## config.mk

```make
export PLATFORM = sky130hd
export DESIGN_NAME = chacha20_keystream_cipher_core_flat
export DESIGN_NICKNAME = d
export VERILOG_FILES = /design/src/hw/rtl/ccks_pkg.sv /design/src/hw/rtl/ccks_stream_if.sv /design/src/hw/rtl/ccks_cfg_if.sv /design/src/hw/rtl/ccks_ram.sv /design/src/hw/rtl/ccks_block_gen.sv /design/src/hw/rtl/chacha20_keystream_cipher_core.sv /design/src/flat_wrapper.sv
export SDC_FILE = /design/constraint.sdc
export NUM_CORES = 2
export LEC_CHECK = 0
export ABC_AREA = 1
export BUFFER_PORTS_ARGS = -buffer_cell sky130_fd_sc_hd__buf_2
export CAP_MARGIN = 5
export CORE_MARGIN = 3
export CORE_UTILIZATION = 45
export DETAILED_ROUTE_END_ITERATION = 8
export SETUP_SLACK_MARGIN = 0.1
export SYNTH_ARGS = -nofsm -noshare
export SYNTH_HDL_FRONTEND = slang
export SYNTH_SLANG_ARGS = --single-unit
```

## constraint.sdc

```tcl
create_clock -name clk -period 24.7 [get_ports clk]
set_clock_uncertainty 0.15 [all_clocks]
set_input_delay 2.47 -clock clk [delete_from_list [all_inputs] [get_ports clk]]
set_output_delay 2.47 -clock clk [all_outputs]
set_load 0.05 [all_outputs]
```

## src/hw/rtl/ccks_pkg.sv

```systemverilog
// ----------------------------------------------------------------------------
// ChaCha20 keystream package
// Shared types and constants for the ChaCha20 byte cipher.
// ----------------------------------------------------------------------------
`default_nettype none
package ccks_pkg;
  localparam logic [31:0] SIGMA0 = 32'h61707865;
  localparam logic [31:0] SIGMA1 = 32'h3320646e;
  localparam logic [31:0] SIGMA2 = 32'h79622d32;
  localparam logic [31:0] TAU1   = 32'h3120646e;
  localparam logic [31:0] TAU2   = 32'h79622d36;
  localparam logic [31:0] SIGMA3 = 32'h6b206574;

  localparam int unsigned CFG_IDX_W = 3;
  typedef logic [CFG_IDX_W-1:0] cfg_idx_t;
  localparam cfg_idx_t REG_KEY01   = 3'd0;
  localparam cfg_idx_t REG_KEY23   = 3'd1;
  localparam cfg_idx_t REG_KEY45   = 3'd2;
  localparam cfg_idx_t REG_KEY67   = 3'd3;
  localparam cfg_idx_t REG_SHORT   = 3'd4;
  localparam cfg_idx_t REG_BLK1213 = 3'd5;
  localparam cfg_idx_t REG_BLK1415 = 3'd6;

  typedef logic [31:0] word_t;
  typedef logic [3:0]  widx_t;

  // Quarter-round step: rotate a word left by n bits.
  function automatic word_t rotl(input word_t v, input logic [4:0] n);
    rotl = (v << n) | (v >> (6'd32 - {1'b0, n}));
  endfunction

  // Word indexes a,b,c,d of quarter round q (0..7) within a double round.
  function automatic logic [15:0] qr_idx(input logic [2:0] q);
    case (q)
      3'd0: qr_idx = {4'd0, 4'd4, 4'd8,  4'd12};
      3'd1: qr_idx = {4'd1, 4'd5, 4'd9,  4'd13};
      3'd2: qr_idx = {4'd2, 4'd6, 4'd10, 4'd14};
      3'd3: qr_idx = {4'd3, 4'd7, 4'd11, 4'd15};
      3'd4: qr_idx = {4'd0, 4'd5, 4'd10, 4'd15};
      3'd5: qr_idx = {4'd1, 4'd6, 4'd11, 4'd12};
      3'd6: qr_idx = {4'd2, 4'd7, 4'd8,  4'd13};
      default: qr_idx = {4'd3, 4'd4, 4'd9, 4'd14};
    endcase
  endfunction
endpackage
`default_nettype wire

```

## src/hw/rtl/ccks_stream_if.sv

```systemverilog
// ----------------------------------------------------------------------------
// Byte stream interface
// Valid/ready channel carrying one byte.
// ----------------------------------------------------------------------------
`default_nettype none
interface ccks_stream_if;
  logic       valid;
  logic       ready;
  logic [7:0] data;
  modport source (output valid, output data, input ready);
  modport sink   (input valid, input data, output ready);
endinterface
`default_nettype wire

```

## src/hw/rtl/ccks_cfg_if.sv

```systemverilog
// ----------------------------------------------------------------------------
// Configuration write interface
// Valid/ready channel carrying a register index and write data.
// ----------------------------------------------------------------------------
`default_nettype none
interface ccks_cfg_if;
  logic                     valid;
  logic                     ready;
  logic [ccks_pkg::CFG_IDX_W-1:0] index;
  logic [63:0]              data;
  modport source (output valid, output index, output data, input ready);
  modport sink   (input valid, input index, input data, output ready);
endinterface
`default_nettype wire

```

## src/hw/rtl/ccks_ram.sv

```systemverilog
// ----------------------------------------------------------------------------
// Generic RAM
// One write port, one read port, registered read data.
// ----------------------------------------------------------------------------
`default_nettype none
module ccks_ram #(
  parameter int WIDTH = 32,
  parameter int DEPTH = 16
) (
  input  wire logic                     clk,
  input  wire logic                     we,
  input  wire logic [$clog2(DEPTH)-1:0] waddr,
  input  wire logic [WIDTH-1:0]         wdata,
  input  wire logic [$clog2(DEPTH)-1:0] raddr,
  output      logic [WIDTH-1:0]         rdata
);
  logic [WIDTH-1:0] mem [DEPTH];
  always_ff @(posedge clk) begin
    if (we) mem[waddr] <= wdata;
    rdata <= mem[raddr];
  end
endmodule
`default_nettype wire

```

## src/hw/rtl/ccks_block_gen.sv

```systemverilog
// ----------------------------------------------------------------------------
// ChaCha20 block generator
// Runs the rounds over a working-state RAM with one shared quarter-round
// datapath, then adds the input words and writes the keystream RAM.
// ----------------------------------------------------------------------------
`default_nettype none
module ccks_block_gen #(
  parameter int DOUBLE_ROUNDS = 10
) (
  input  wire logic                 clk,
  input  wire logic                 rst_n,
  input  wire logic                 start,
  input  wire logic [511:0]         init_words,
  output      logic                 busy,
  output      logic                 ks_we,
  output      logic [3:0]           ks_waddr,
  output      logic [31:0]          ks_wdata
);
  import ccks_pkg::*;

  localparam int DR_W = $clog2(DOUBLE_ROUNDS);

  // Sequencer: LOAD writes init words, for each quarter round READ four words
  // (one per cycle, registered), WRITE computes the quarter round and writes
  // the four words back, FINAL reads each word and adds the input word.
  typedef enum logic [5:0] {
    S_IDLE  = 6'b000001,
    S_LOAD  = 6'b000010,
    S_READ  = 6'b000100,
    S_WRITE = 6'b001000,
    S_FINAL = 6'b010000,
    S_FDONE = 6'b100000
  } state_t;

  state_t           state_r, state_nxt;
  logic [3:0]       cnt_r, cnt_nxt;
  logic [2:0]       qr_r, qr_nxt;
  logic [DR_W-1:0]  dr_r, dr_nxt;
  word_t            wa_r, wb_r, wc_r, wd_r;
  logic             rd_pend_r;
  logic [1:0]       rd_sel_r;
  logic [3:0]       fin_idx_r;

  logic        we;
  logic [3:0]  waddr, raddr;
  word_t       wdata, rdata;
  logic [15:0] idx;
  word_t       a1, d1, c1, b1, a2, d2, c2, b2;
  word_t       init_w;

  ccks_ram #(.WIDTH(32), .DEPTH(16)) u_work (
    .clk(clk), .we(we), .waddr(waddr), .wdata(wdata),
    .raddr(raddr), .rdata(rdata)
  );

  assign idx = qr_idx(qr_r);
  assign init_w = init_words[fin_idx_r*32 +: 32];

  // Quarter round on the four gathered words.
  always_comb begin
    a1 = wa_r + wb_r;     d1 = rotl(wd_r ^ a1, 5'd16);
    c1 = wc_r + d1;       b1 = rotl(wb_r ^ c1, 5'd12);
    a2 = a1 + b1;         d2 = rotl(d1 ^ a2, 5'd8);
    c2 = c1 + d2;         b2 = rotl(b1 ^ c2, 5'd7);
  end

  always_comb begin
    state_nxt = state_r;
    cnt_nxt   = cnt_r;
    qr_nxt    = qr_r;
    dr_nxt    = dr_r;
    we        = 1'b0;
    waddr     = cnt_r;
    wdata     = init_words[cnt_r*32 +: 32];
    raddr     = cnt_r;
    unique case (state_r)
      S_IDLE: begin
        if (start) begin
          state_nxt = S_LOAD;
          cnt_nxt   = '0;
        end
      end
      S_LOAD: begin
        we = 1'b1;
        cnt_nxt = cnt_r + 4'd1;
        if (cnt_r == 4'd15) begin
          state_nxt = S_READ;
          cnt_nxt   = '0;
          qr_nxt    = '0;
          dr_nxt    = '0;
        end
      end
      S_READ: begin
        raddr = idx[15 - cnt_r[1:0]*4 -: 4];
        cnt_nxt = cnt_r + 4'd1;
        if (cnt_r == 4'd4) begin
          state_nxt = S_WRITE;
          cnt_nxt   = '0;
        end
      end
      S_WRITE: begin
        we = 1'b1;
        waddr = idx[15 - cnt_r[1:0]*4 -: 4];
        case (cnt_r[1:0])
          2'd0:    wdata = a2;
          2'd1:    wdata = b2;
          2'd2:    wdata = c2;
          default: wdata = d2;
        endcase
        cnt_nxt = cnt_r + 4'd1;
        if (cnt_r == 4'd3) begin
          cnt_nxt = '0;
          qr_nxt  = qr_r + 3'd1;
          state_nxt = S_READ;
          if (qr_r == 3'd7) begin
            dr_nxt = dr_r + DR_W'(1);
            if (dr_r == DR_W'(DOUBLE_ROUNDS - 1)) state_nxt = S_FINAL;
          end
        end
      end
      S_FINAL: begin
        raddr = cnt_r;
        cnt_nxt = cnt_r + 4'd1;
        if (cnt_r == 4'd15) state_nxt = S_FDONE;
      end
      S_FDONE: state_nxt = S_IDLE;
      default: state_nxt = S_IDLE;
    endcase
  end

  always_ff @(posedge clk) begin
    if (!rst_n) begin
      state_r   <= S_IDLE;
      cnt_r     <= '0;
      qr_r      <= '0;
      dr_r      <= '0;
      rd_pend_r <= 1'b0;
    end else begin
      state_r   <= state_nxt;
      cnt_r     <= cnt_nxt;
      qr_r      <= qr_nxt;
      dr_r      <= dr_nxt;
      rd_pend_r <= (state_r == S_READ && cnt_r != 4'd4) || state_r == S_FINAL;
    end
    rd_sel_r  <= cnt_r[1:0];
    fin_idx_r <= cnt_r;
    // Read data arrives in the cycle after its address.
    if (rd_pend_r && state_r == S_READ) begin
      case (rd_sel_r)
        2'd0:    wa_r <= rdata;
        2'd1:    wb_r <= rdata;
        2'd2:    wc_r <= rdata;
        default: wd_r <= rdata;
      endcase
    end
  end

  assign busy     = (state_r != S_IDLE);
  assign ks_we    = rd_pend_r && (state_r == S_FINAL || state_r == S_FDONE);
  assign ks_waddr = fin_idx_r;
  assign ks_wdata = rdata + init_w;
endmodule
`default_nettype wire

```

## src/hw/rtl/chacha20_keystream_cipher_core.sv

```systemverilog
// ----------------------------------------------------------------------------
// ChaCha20 keystream cipher core
// XORs each input byte with the next ChaCha20 keystream byte.
// ----------------------------------------------------------------------------
// Usage: bytes arrive on the in_ channel and leave on the out_ channel, one
// result per transfer, in order. The cfg_ channel writes the key, the
// short-key flag and state words 12 to 15; any write to registers 0 to 6
// restarts the byte position at zero and reloads the 64-bit block counter.
// Write only while the core is idle.
// Sequence: a byte that does not start a block is taken in an idle cycle,
// its keystream word is read in the next cycle, and the result is valid from
// the output register in the cycle after that. The next byte is taken only
// once that result has been accepted.
// A byte at position zero first waits for a new block: the init words are
// loaded, DOUBLE_ROUNDS*8 quarter rounds run on the shared quarter-round
// unit over the working-state RAM, and the final add fills the keystream
// RAM. The control sequence, which keeps one byte in flight at a time,
// bounds the byte rate.
// Reset clears position, counter and configuration registers; no clearing
// pass is needed. When the receiver stalls, the result is held in the output
// register and no new byte is taken until it is gone.
// ----------------------------------------------------------------------------
`default_nettype none
module chacha20_keystream_cipher_core #(
  parameter int DOUBLE_ROUNDS = 10
) (
  input wire logic  clk,
  input wire logic  rst_n,
  ccks_stream_if.sink   in_,
  ccks_stream_if.source out_,
  ccks_cfg_if.sink      cfg_
);
  import ccks_pkg::*;

  typedef enum logic [4:0] {
    C_IDLE = 5'b00001,
    C_GEN  = 5'b00010,
    C_WAIT = 5'b00100,
    C_READ = 5'b01000,
    C_OUT  = 5'b10000
  } cstate_t;

  cstate_t     state_r, state_nxt;
  logic [63:0] key01_r, key23_r, key45_r, key67_r, blk1213_r, blk1415_r;
  logic        short_r;
  logic [63:0] ctr_r;
  logic [5:0]  pos_r;
  logic [7:0]  byte_r;
  logic [7:0]  out_r;
  logic        gen_start;
  logic        gen_busy;
  logic        ks_we;
  logic [3:0]  ks_waddr;
  word_t       ks_wdata, ks_rdata;
  logic [511:0] init_words;
  logic        in_xfer, cfg_xfer;

  assign in_xfer  = in_.valid && in_.ready;
  assign cfg_xfer = cfg_.valid && cfg_.ready;
  assign cfg_.ready = 1'b1;
  assign in_.ready  = (state_r == C_IDLE);

  // Input state words 0..15, word i at bits 32*i.
  always_comb begin
    init_words[31:0]    = SIGMA0;
    init_words[63:32]   = short_r ? TAU1 : SIGMA1;
    init_words[95:64]   = short_r ? TAU2 : SIGMA2;
    init_words[127:96]  = SIGMA3;
    init_words[191:128] = key01_r;
    init_words[255:192] = key23_r;
    init_words[319:256] = short_r ? key01_r : key45_r;
    init_words[383:320] = short_r ? key23_r : key67_r;
    init_words[447:384] = ctr_r;
    init_words[511:448] = blk1415_r;
  end

  ccks_block_gen #(.DOUBLE_ROUNDS(DOUBLE_ROUNDS)) u_gen (
    .clk(clk), .rst_n(rst_n), .start(gen_start), .init_words(init_words),
    .busy(gen_busy), .ks_we(ks_we), .ks_waddr(ks_waddr), .ks_wdata(ks_wdata)
  );

  // Keystream block store; the read address is the word of the current byte.
  ccks_ram #(.WIDTH(32), .DEPTH(16)) u_ks (
    .clk(clk), .we(ks_we), .waddr(ks_waddr), .wdata(ks_wdata),
    .raddr(pos_r[5:2]), .rdata(ks_rdata)
  );

  assign gen_start = (state_r == C_GEN);

  always_comb begin
    state_nxt = state_r;
    unique case (state_r)
      C_IDLE: if (in_xfer) state_nxt = (pos_r == '0) ? C_GEN : C_READ;
      C_GEN:  state_nxt = C_WAIT;
      C_WAIT: if (!gen_busy) state_nxt = C_READ;
      C_READ: state_nxt = C_OUT;
      C_OUT:  if (out_.ready) state_nxt = C_IDLE;
      default: state_nxt = C_IDLE;
    endcase
  end

  assign out_.valid = (state_r == C_OUT);
  assign out_.data  = out_r;

  always_ff @(posedge clk) begin
    if (!rst_n) begin
      state_r <= C_IDLE;
      key01_r <= '0; key23_r <= '0; key45_r <= '0; key67_r <= '0;
      short_r <= 1'b0; blk1213_r <= '0; blk1415_r <= '0;
      ctr_r   <= '0;
      pos_r   <= '0;
    end else begin
      state_r <= state_nxt;
      if (cfg_xfer) begin
        unique case (cfg_.index)
          REG_KEY01:   key01_r   <= cfg_.data;
          REG_KEY23:   key23_r   <= cfg_.data;
          REG_KEY45:   key45_r   <= cfg_.data;
          REG_KEY67:   key67_r   <= cfg_.data;
          REG_SHORT:   short_r   <= cfg_.data[0];
          REG_BLK1213: blk1213_r <= cfg_.data;
          REG_BLK1415: blk1415_r <= cfg_.data;
          default: ;
        endcase
        if (cfg_.index <= REG_BLK1415) begin
          pos_r <= '0;
          ctr_r <= (cfg_.index == REG_BLK1213) ? cfg_.data : blk1213_r;
        end
      end
      // Counter advances once the generator has finished the block.
      if (state_r == C_WAIT && !gen_busy) ctr_r <= ctr_r + 64'd1;
      if (state_r == C_READ) pos_r <= pos_r + 6'd1;
    end
    if (in_xfer) byte_r <= in_.data;
    if (state_r == C_READ) out_r <= byte_r ^ ks_rdata[pos_r[1:0]*8 +: 8];
  end

`ifndef NO_ASSERTIONS
  a_out_hold: assert property (@(posedge clk) disable iff (!rst_n)
    out_.valid && !out_.ready |=> out_.valid && $stable(out_.data))
    else $error("result lost while stalled");
  a_gen_only_at_zero: assert property (@(posedge clk) disable iff (!rst_n)
    gen_start |-> pos_r == 6'd0)
    else $error("block started off position zero");
  a_no_take_busy: assert property (@(posedge clk) disable iff (!rst_n)
    in_.ready |-> !gen_busy)
    else $error("input taken while generator busy");
  a_pos_step: assert property (@(posedge clk) disable iff (!rst_n)
    state_r == C_READ && !cfg_xfer |=> pos_r == $past(pos_r) + 6'd1)
    else $error("position did not advance");
`endif
endmodule
`default_nettype wire

```

## src/flat_wrapper.sv

```systemverilog
// flat-port wrapper written by rule: the top's interface ports become plain ports
module chacha20_keystream_cipher_core_flat import ccks_pkg::*;
#(
  parameter int DOUBLE_ROUNDS = 10
)
  (clk, rst_n, in__valid, in__data, in__ready, out__valid, out__data, out__ready, cfg__valid, cfg__index, cfg__data, cfg__ready);
  ccks_stream_if in__i ();
  ccks_stream_if out__i ();
  ccks_cfg_if cfg__i ();
  input wire logic clk;
  input wire logic rst_n;
  input wire logic [$bits(in__i.valid)-1:0] in__valid;
  input wire logic [$bits(in__i.data)-1:0] in__data;
  output wire logic [$bits(in__i.ready)-1:0] in__ready;
  output wire logic [$bits(out__i.valid)-1:0] out__valid;
  output wire logic [$bits(out__i.data)-1:0] out__data;
  input wire logic [$bits(out__i.ready)-1:0] out__ready;
  input wire logic [$bits(cfg__i.valid)-1:0] cfg__valid;
  input wire logic [$bits(cfg__i.index)-1:0] cfg__index;
  input wire logic [$bits(cfg__i.data)-1:0] cfg__data;
  output wire logic [$bits(cfg__i.ready)-1:0] cfg__ready;
  assign in__i.valid = in__valid;
  assign in__i.data = in__data;
  assign in__ready = in__i.ready;
  assign out__valid = out__i.valid;
  assign out__data = out__i.data;
  assign out__i.ready = out__ready;
  assign cfg__i.valid = cfg__valid;
  assign cfg__i.index = cfg__index;
  assign cfg__i.data = cfg__data;
  assign cfg__ready = cfg__i.ready;
  chacha20_keystream_cipher_core #(.DOUBLE_ROUNDS(DOUBLE_ROUNDS)) u_core (.clk(clk), .rst_n(rst_n), .in_(in__i), .out_(out__i), .cfg_(cfg__i));
endmodule
```

# Word level (Yosys, flattened, before mapping)
# Memories as Yosys holds them, arrays and structs flattened. A register that Yosys moved wholly into a read port is not among the register bits.
# Index checks and enable logic that the tools add are counted.
# W data, S select, Z words.
[totals]
register_bits = 628
mem_bits_rw = 1024
input_bits = 80
output_inout_bits = 11
wordCells = 178
n_memories = 2
[op_classes]
add_sub_neg = 11
n_lt_le_gt_ge = 1
eq_ne = 43
shift = 4
muxes = 46
bitwise = 10
reduce_logical = 38
[memory_table]
columns = ["name", "words", "word_bits", "rd", "rd_clocked_by_memory_dff", "wr", "line", "text"]
rows = [
  ["u_core.u_gen.u_work.mem", 16, 32, 1, 1, 1, "ccks_ram.sv:17", "logic [WIDTH-1:0] mem [DEPTH];"],
  ["u_core.u_ks.mem", 16, 32, 1, 1, 1, "ccks_ram.sv:17", ""],
]
[ops]
columns = ["operator", "n"]
rows = [
  ["$shiftx A512 B10 Y32", 2],
  ["$mux W64", 6],
  ["$add A32 B32 Y32", 5],
  ["$xor A32 B32 Y32", 4],
  ["$pmux W14 S7", 1],
  ["$pmux W32 S3", 1],
  ["$add A64 B1 Y64 const B", 1],
  ["$mux W6", 8],
  ["$mux W4", 10],
  ["$shiftx A19 B33 Y4", 1],
  ["$mux W32", 1],
  ["$or A32 B12 Y32", 1],
  ["$or A32 B16 Y32", 1],
  ["$or A32 B7 Y32", 1],
  ["$or A32 B8 Y32", 1],
  ["$shiftx A32 B6 Y8", 1],
  ["$pmux W6 S5", 1],
  ["$mux W26", 1],
  ["$reduce_and A2 Y1", 13],
  ["$mux W5", 5],
  ["$pmux W5 S5", 1],
  ["$eq A3 B3 Y1 const B", 7],
  ["$pmux W4 S5", 1],
  ["$ne A2 B2 Y1 const B", 7],
  ["45 further kinds", 72],
]

# Longest topological paths before layout
[depth]
ltp_word = 14
mapped_depth = 69

# Cells and area by module
# A second synthesis with hierarchy kept.
[unflattened]
cells_unflattened = 11198
area_unflattened_um2 = 91497.8
[by_module_without_submodules]
columns = ["mod", "n_inst", "cells_each", "area_per_inst_um2"]
rows = [
  ["ccks_block_gen", 1, 3965, 24825.1],
  ["ccks_ram (u_core.u_gen.u_work)", 1, 2120, 22744.3],
  ["ccks_ram (u_core.u_ks)", 1, 2120, 22730.6],
  ["chacha20_keystream_cipher_core", 1, 2993, 21197.8],
]

# Least setup slack after synthesis
# OpenSTA, ideal clock, no wires.
[synth_timing]
path_kind = "reg-to-reg"
start = "register u_core.u_gen.wb_r[0]"
end = "memory u_core.u_gen.u_work.mem[0][27] (data pin)"
t_arrival_ns = 7.737
path_slack_ns = 16.483
stages_incl_launch_ff = 57
path_cell_list = "edfxtp_1 -> ha_1 -> fa_1 -> a21oi_2 -> o21bai_2 -> nand3_1 -> nand3_1 -> xor2_1 -> or2_1 -> nand2_1 -> inv_1 -> ha_1 -> nand2_1 -> nor2_1 -> nor3b_2 -> nand3_1 -> nand3_1 -> nor2_1 -> [... 21 more ...] -> fa_1 -> inv_1 -> nand3_1 -> nand2_1 -> nand2_1 -> nand2_1 -> nand2_1 -> nand2_1 -> nand2_1 -> nand2_1 -> a21o_1 -> or2_2 -> nand2_1 -> nand2_1 -> nand3_1 -> nand3_1 -> nor2_1 -> o21ai_0"
[synth_via]
elab_chain_len = 14
[synth_rtl]
columns = ["element", "line", "text"]
rows = [
  ["from (decl)", "ccks_block_gen.sv:39", "word_t wa_r, wb_r, wc_r, wd_r;"],
  ["from (signal assigned)", "ccks_block_gen.sv:151", "2'd1: wb_r <= rdata;"],
  ["$add A32 B32 Y32", "ccks_block_gen.sv:61", "a1 = wa_r + wb_r; d1 = rotl(wd_r ^ a1, 5'd16);"],
  ["$xor A32 B32 Y32", "ccks_block_gen.sv:61", ""],
  ["$or A32 B16 Y32", "ccks_pkg.sv:29", "rotl = (v << n) | (v >> (6'd32 - {1'b0, n}));"],
  ["$add A32 B32 Y32", "ccks_block_gen.sv:62", "c1 = wc_r + d1; b1 = rotl(wb_r ^ c1, 5'd12);"],
  ["$xor A32 B32 Y32", "ccks_block_gen.sv:62", ""],
  ["$or A32 B12 Y32", "ccks_pkg.sv:29", ""],
  ["$add A32 B32 Y32", "ccks_block_gen.sv:63", "a2 = a1 + b1; d2 = rotl(d1 ^ a2, 5'd8);"],
  ["$xor A32 B32 Y32", "ccks_block_gen.sv:63", ""],
  ["$or A32 B8 Y32", "ccks_pkg.sv:29", ""],
  ["$add A32 B32 Y32", "ccks_block_gen.sv:64", "c2 = c1 + d2; b2 = rotl(b1 ^ c2, 5'd7);"],
  ["$xor A32 B32 Y32", "ccks_block_gen.sv:64", ""],
  ["$or A32 B7 Y32", "ccks_pkg.sv:29", ""],
  ["$pmux W32 S3 (*)", "ccks_block_gen.sv:104", "case (cnt_r[1:0])"],
  ["$mux W32 (*)", "ccks_block_gen.sv:76", "unique case (state_r)"],
  ["named net u_core.u_gen.u_work.wdata[27]", "ccks_ram.sv:13", "input wire logic [WIDTH-1:0] wdata,"],
  ["to (decl)", "ccks_ram.sv:17", ""],
]
# Mark *: on every way through the listed nets, which the timed path passes. The rest lies on a longest branch.

# Final worst setup path
[layout_timing]
start = "register u_core.u_gen.wb_r[5]"
end = "memory u_core.u_gen.u_work.mem[3][3] (data pin)"
# The elaborated chain is that of the path after synthesis.

==> out/qor.yml <==
grt:
  grt_pass1_wl_um: 476800
  gr-usage-all-layers_pct: 33.13
  grt_antenna_before_repair: 32
  grt_pass1_vias: 66530
  grt_max_degree: 175
  gr-total-overflow: 0
  busiest_layer: "met2"
  grt_util_met3_pct: 6.582
  grt.met2_usage_pct: 49.24
  use_met1_pct: 46.67
setup_path:
  r2r_slack_ps: 12300
  arrival_ps: 12630
  worstPathRequired_ps: 24940
  cp_slowest_stage_delay_ps: 1030
  reg2reg_from: "u_core.u_gen.wb_r[5]"
  cp_common_cell: "nand2_1"
  path_class: "reg -> reg"
  slowest_stage: "xor2_1"
  r2r_cells: 44
  end_kind: "register"
  startpoint_type: "register"
  critPathMaxFanout: 16
  r2r-end: "u_core.u_gen.u_work.mem[3][3]"
die:
  start_util_pct: 45.52
  pin_count: 91
  coreArea_mm2: 0.1888
  dieWidth_um: 443.0
  die-area_mm2: 0.1963
  rows: 159
  die-height_um: 443.0
hold_path:
  worstHoldEndpoint: "u_core.blk1213_r[2]"
  worstHoldStart: "u_core.blk1213_r[2]"
  hp-class: "reg -> reg"
  min_path_cells: 2
yosys:
  syn_nets: 9802
  synth_edf_count: 1168
  ys_ff_latch: 1714
  dominantRegCellSynth: "edfxtp_1"
  synthDistinctLibCells: 74
  synth_top_area_cell: "edfxtp_1"
  ys_warn_count: 0
  netlist_area_mm2: 0.08594
  ys_seq_area_share_pct: 53.53
  synth_most_common_cell: "nand2_1"
  synthArstFlopShare_pct: 0
  avgSynthCellArea_um2: 9.012
  synth_cells: 9536
  synth_area_leaders: "edfxtp_1, dfxtp_1, o21ai_0"
  ys_top_cells_by_count: "nand2_1, o21ai_0, edfxtp_1"
  yosysTopAreaCellShare_pct: 40.81
timing:
  hold_violations: 0
  fin_crit_sh_pct: 50.19
  fmax_mhz: 80.66
  period_minus_slack_ps: 12400
  worst_pin_slew_ps: 1344
  slew_violations: 0
  setup_viol: 0
  max_slew_margin_pct: 9.752
  rsz0062_at_grt: "false"
  fin_tns_setup_ps: 0
status:
  status: "finished, final reports clean"
cells_and_area:
  nets: 9674
  drive_gt1_share_pct: 8.300
  syn2layout_area_growth_pct: 10.64
  final_cells: 12073
  fill_cells: 17563
  register_area_mm2: 0.04603
  multi_input_area_mm2: 0.03552
clock_network:
  cts_tree: "built"
  cts_root_buf: "clkbuf_16"
  clk_latency_ps: 860
  h-tree-depth: 4
  cts_resized: 0
  clk_pin_slew_ps: 60
  cts_sinks: 1714
  cts_buffer_depth: 3
  cts_buffers: 185
  holdBufCountCts: 0
  postCtsSetupBuffers: 0
detailed_routing:
  drtAntennaViolNets: 0
  via_per_inst: 6.016
  drt-total-wl_um: 335500
  post_drt_wl_per_cell_um: 27.79
  first_pass_iters: 6
  vias: 72628
  drc: 0
  detail_route.iter0.violations: 9497
power_and_ir_drop:
  p_total_w: 0.006509
  cellPowerDensity_mw_per_mm2: 68.45
  ir_worst_vdd_mv: 0.05882
  power.leakage_nw: 35.56
placed_design:
  dp.cells: 11714
  dp_hpwl_um: 223100
  globalplace.congestion: 1.054
  port_buffers: 89
flow_run:
  drv_cap: 0
## sequential cells by signal, indices dropped and copies added (netlist names), 32 cells and up
signal / count
u_core.u_gen.wd_r: 32
u_core.u_ks.mem: 512
u_core.blk1415_r: 64
u_core.u_gen.wb_r: 32
u_core.u_gen.u_work.mem: 512
u_core.u_gen.wc_r: 32
u_core.key67_r: 64
u_core.u_gen.u_work.rdata: 32
u_core.blk1213_r: 64
u_core.u_gen.wa_r: 32
u_core.key23_r: 64
u_core.key45_r: 64
u_core.u_ks.rdata: 32
u_core.key01_r: 64
u_core.ctr_r: 64
## metrics by stage
stage               worst slack, ps  utilization [%]  cell area (µm²)  hold slack [ps]
finish                        12300            50.37            95090            325.8
global route                  11710            50.35            95070            350.0
CTS                           12760            50.34            95040            328.7
detailed placement            12810            47.06            88840            309.8
global placement              12690            47.06            88840            305.1
floorplan                     16480                -            85940            179.0
## worst max-delay path, delay by kind of cell, from the launching register on
family	cells	cell delay, ps
simple gates	22	4350
flops	1	420
buf+inv	3	310
fa+ha+maj	4	1610
xor+xnor	5	2670
compound gates	10	2370
## cells by family (layout without fill, tap and decap cells)
| kind of cell | count (synthesis) | after routing | synth area share [%] |
|---|---|---|---|
| flops | 1714 | 1714 | 53.53 |
| fa+ha+maj | 186 | 186 | 2.752 |
| xor+xnor | 216 | 216 | 2.277 |
| mux | 290 | 290 | 3.564 |
| buf+inv | 1236 | 1266 | 5.617 |
| simple gates | 3194 | 3194 | 15.08 |
| other cells | 1 | 13 | 0.004363 |
| compound gates | 2699 | 2699 | 17.17 |
## worst max-delay path by stage
| stage | startpoint | to | slack [ps] | cells after the start |
|---|---|---|---|---|
| 4_1_cts | u_core.u_gen.wb_r[5] | u_core.u_gen.u_work.mem[10][3] | 12760 | 44 |
| 3_5_place_dp | u_core.u_gen.wb_r[5] | u_core.u_gen.u_work.mem[3][3] | 12810 | 44 |
| 6_report | u_core.u_gen.wb_r[5] | u_core.u_gen.u_work.mem[3][3] | 12300 | 44 |
| 3_3_place_gp | u_core.u_gen.wb_r[5] | u_core.u_gen.u_work.mem[0][3] | 12690 | 44 |
| 5_1_grt | u_core.u_gen.wb_r[15] | u_core.u_gen.u_work.mem[5][23] | 11710 | 57 |
| 2_1_floorplan | u_core.u_gen.wb_r[0] | u_core.u_gen.u_work.mem[0][27] | 16480 | 56 |
## routing by layer
metal	routed length, µm	share of wire [%]
met5	181	0.054
met1	143000	43
met3	30770	9.2
met4	17120	5.1
met2	144400	43
## cells in the final DEF, fill, tap and decap left out, types with 26 or more instances in the layout
cell type | Yosys | layout
nor4_1 | 30 | 29
inv_2 | 20 | 29
dfxtp_1 | 546 | 538
inv_1 | 658 | 647
nand3_1 | 307 | 307
ha_1 | 181 | 179
o221ai_1 | 58 | 58
clkbuf_1 | 440 | 62
mux2i_1 | 162 | 162
o21ai_1 | 153 | 153
a31oi_1 | 36 | 36
mux2_2 | 128 | 128
nand2_1 | 1583 | 1579
buf_2 | 27 | 88
xnor2_1 | 56 | 54
a221oi_1 | 30 | 30
edfxtp_1 | 1168 | 1168
clkbuf_8 | 0 | 26
a21oi_1 | 710 | 710
o21ai_0 | 1353 | 1351
nand4_1 | 50 | 50
buf_4 | 9 | 140
nor3_1 | 62 | 61
o211ai_1 | 106 | 106
xor2_1 | 153 | 153
nor2_4 | 5 | 48
clkbuf_16 | 0 | 189
nor2_1 | 1086 | 1040
o22ai_1 | 107 | 107
## report_power, final
group	total, W	leakage [nW]	internal, W	switching, W
combinational	0.000472	17.6	0.000131	0.000341
sequential	0.00319	14.9	0.00314	0.0000493
clock	0.00285	3.01	0.00164	0.00121
## cell type report
cell class | count | area share, %
flip-flops and latches | 1714 | 48.41
multi-input cells | 6586 | 37.35
clock buffers | 277 | 5.595
well taps | 2495 | 3.283
inverters | 688 | 2.732
repair buffers | 233 | 1.668
clock inverters | 68 | 0.9290
diodes | 12 | 0.03158
(Power assumes the default switching activity.)
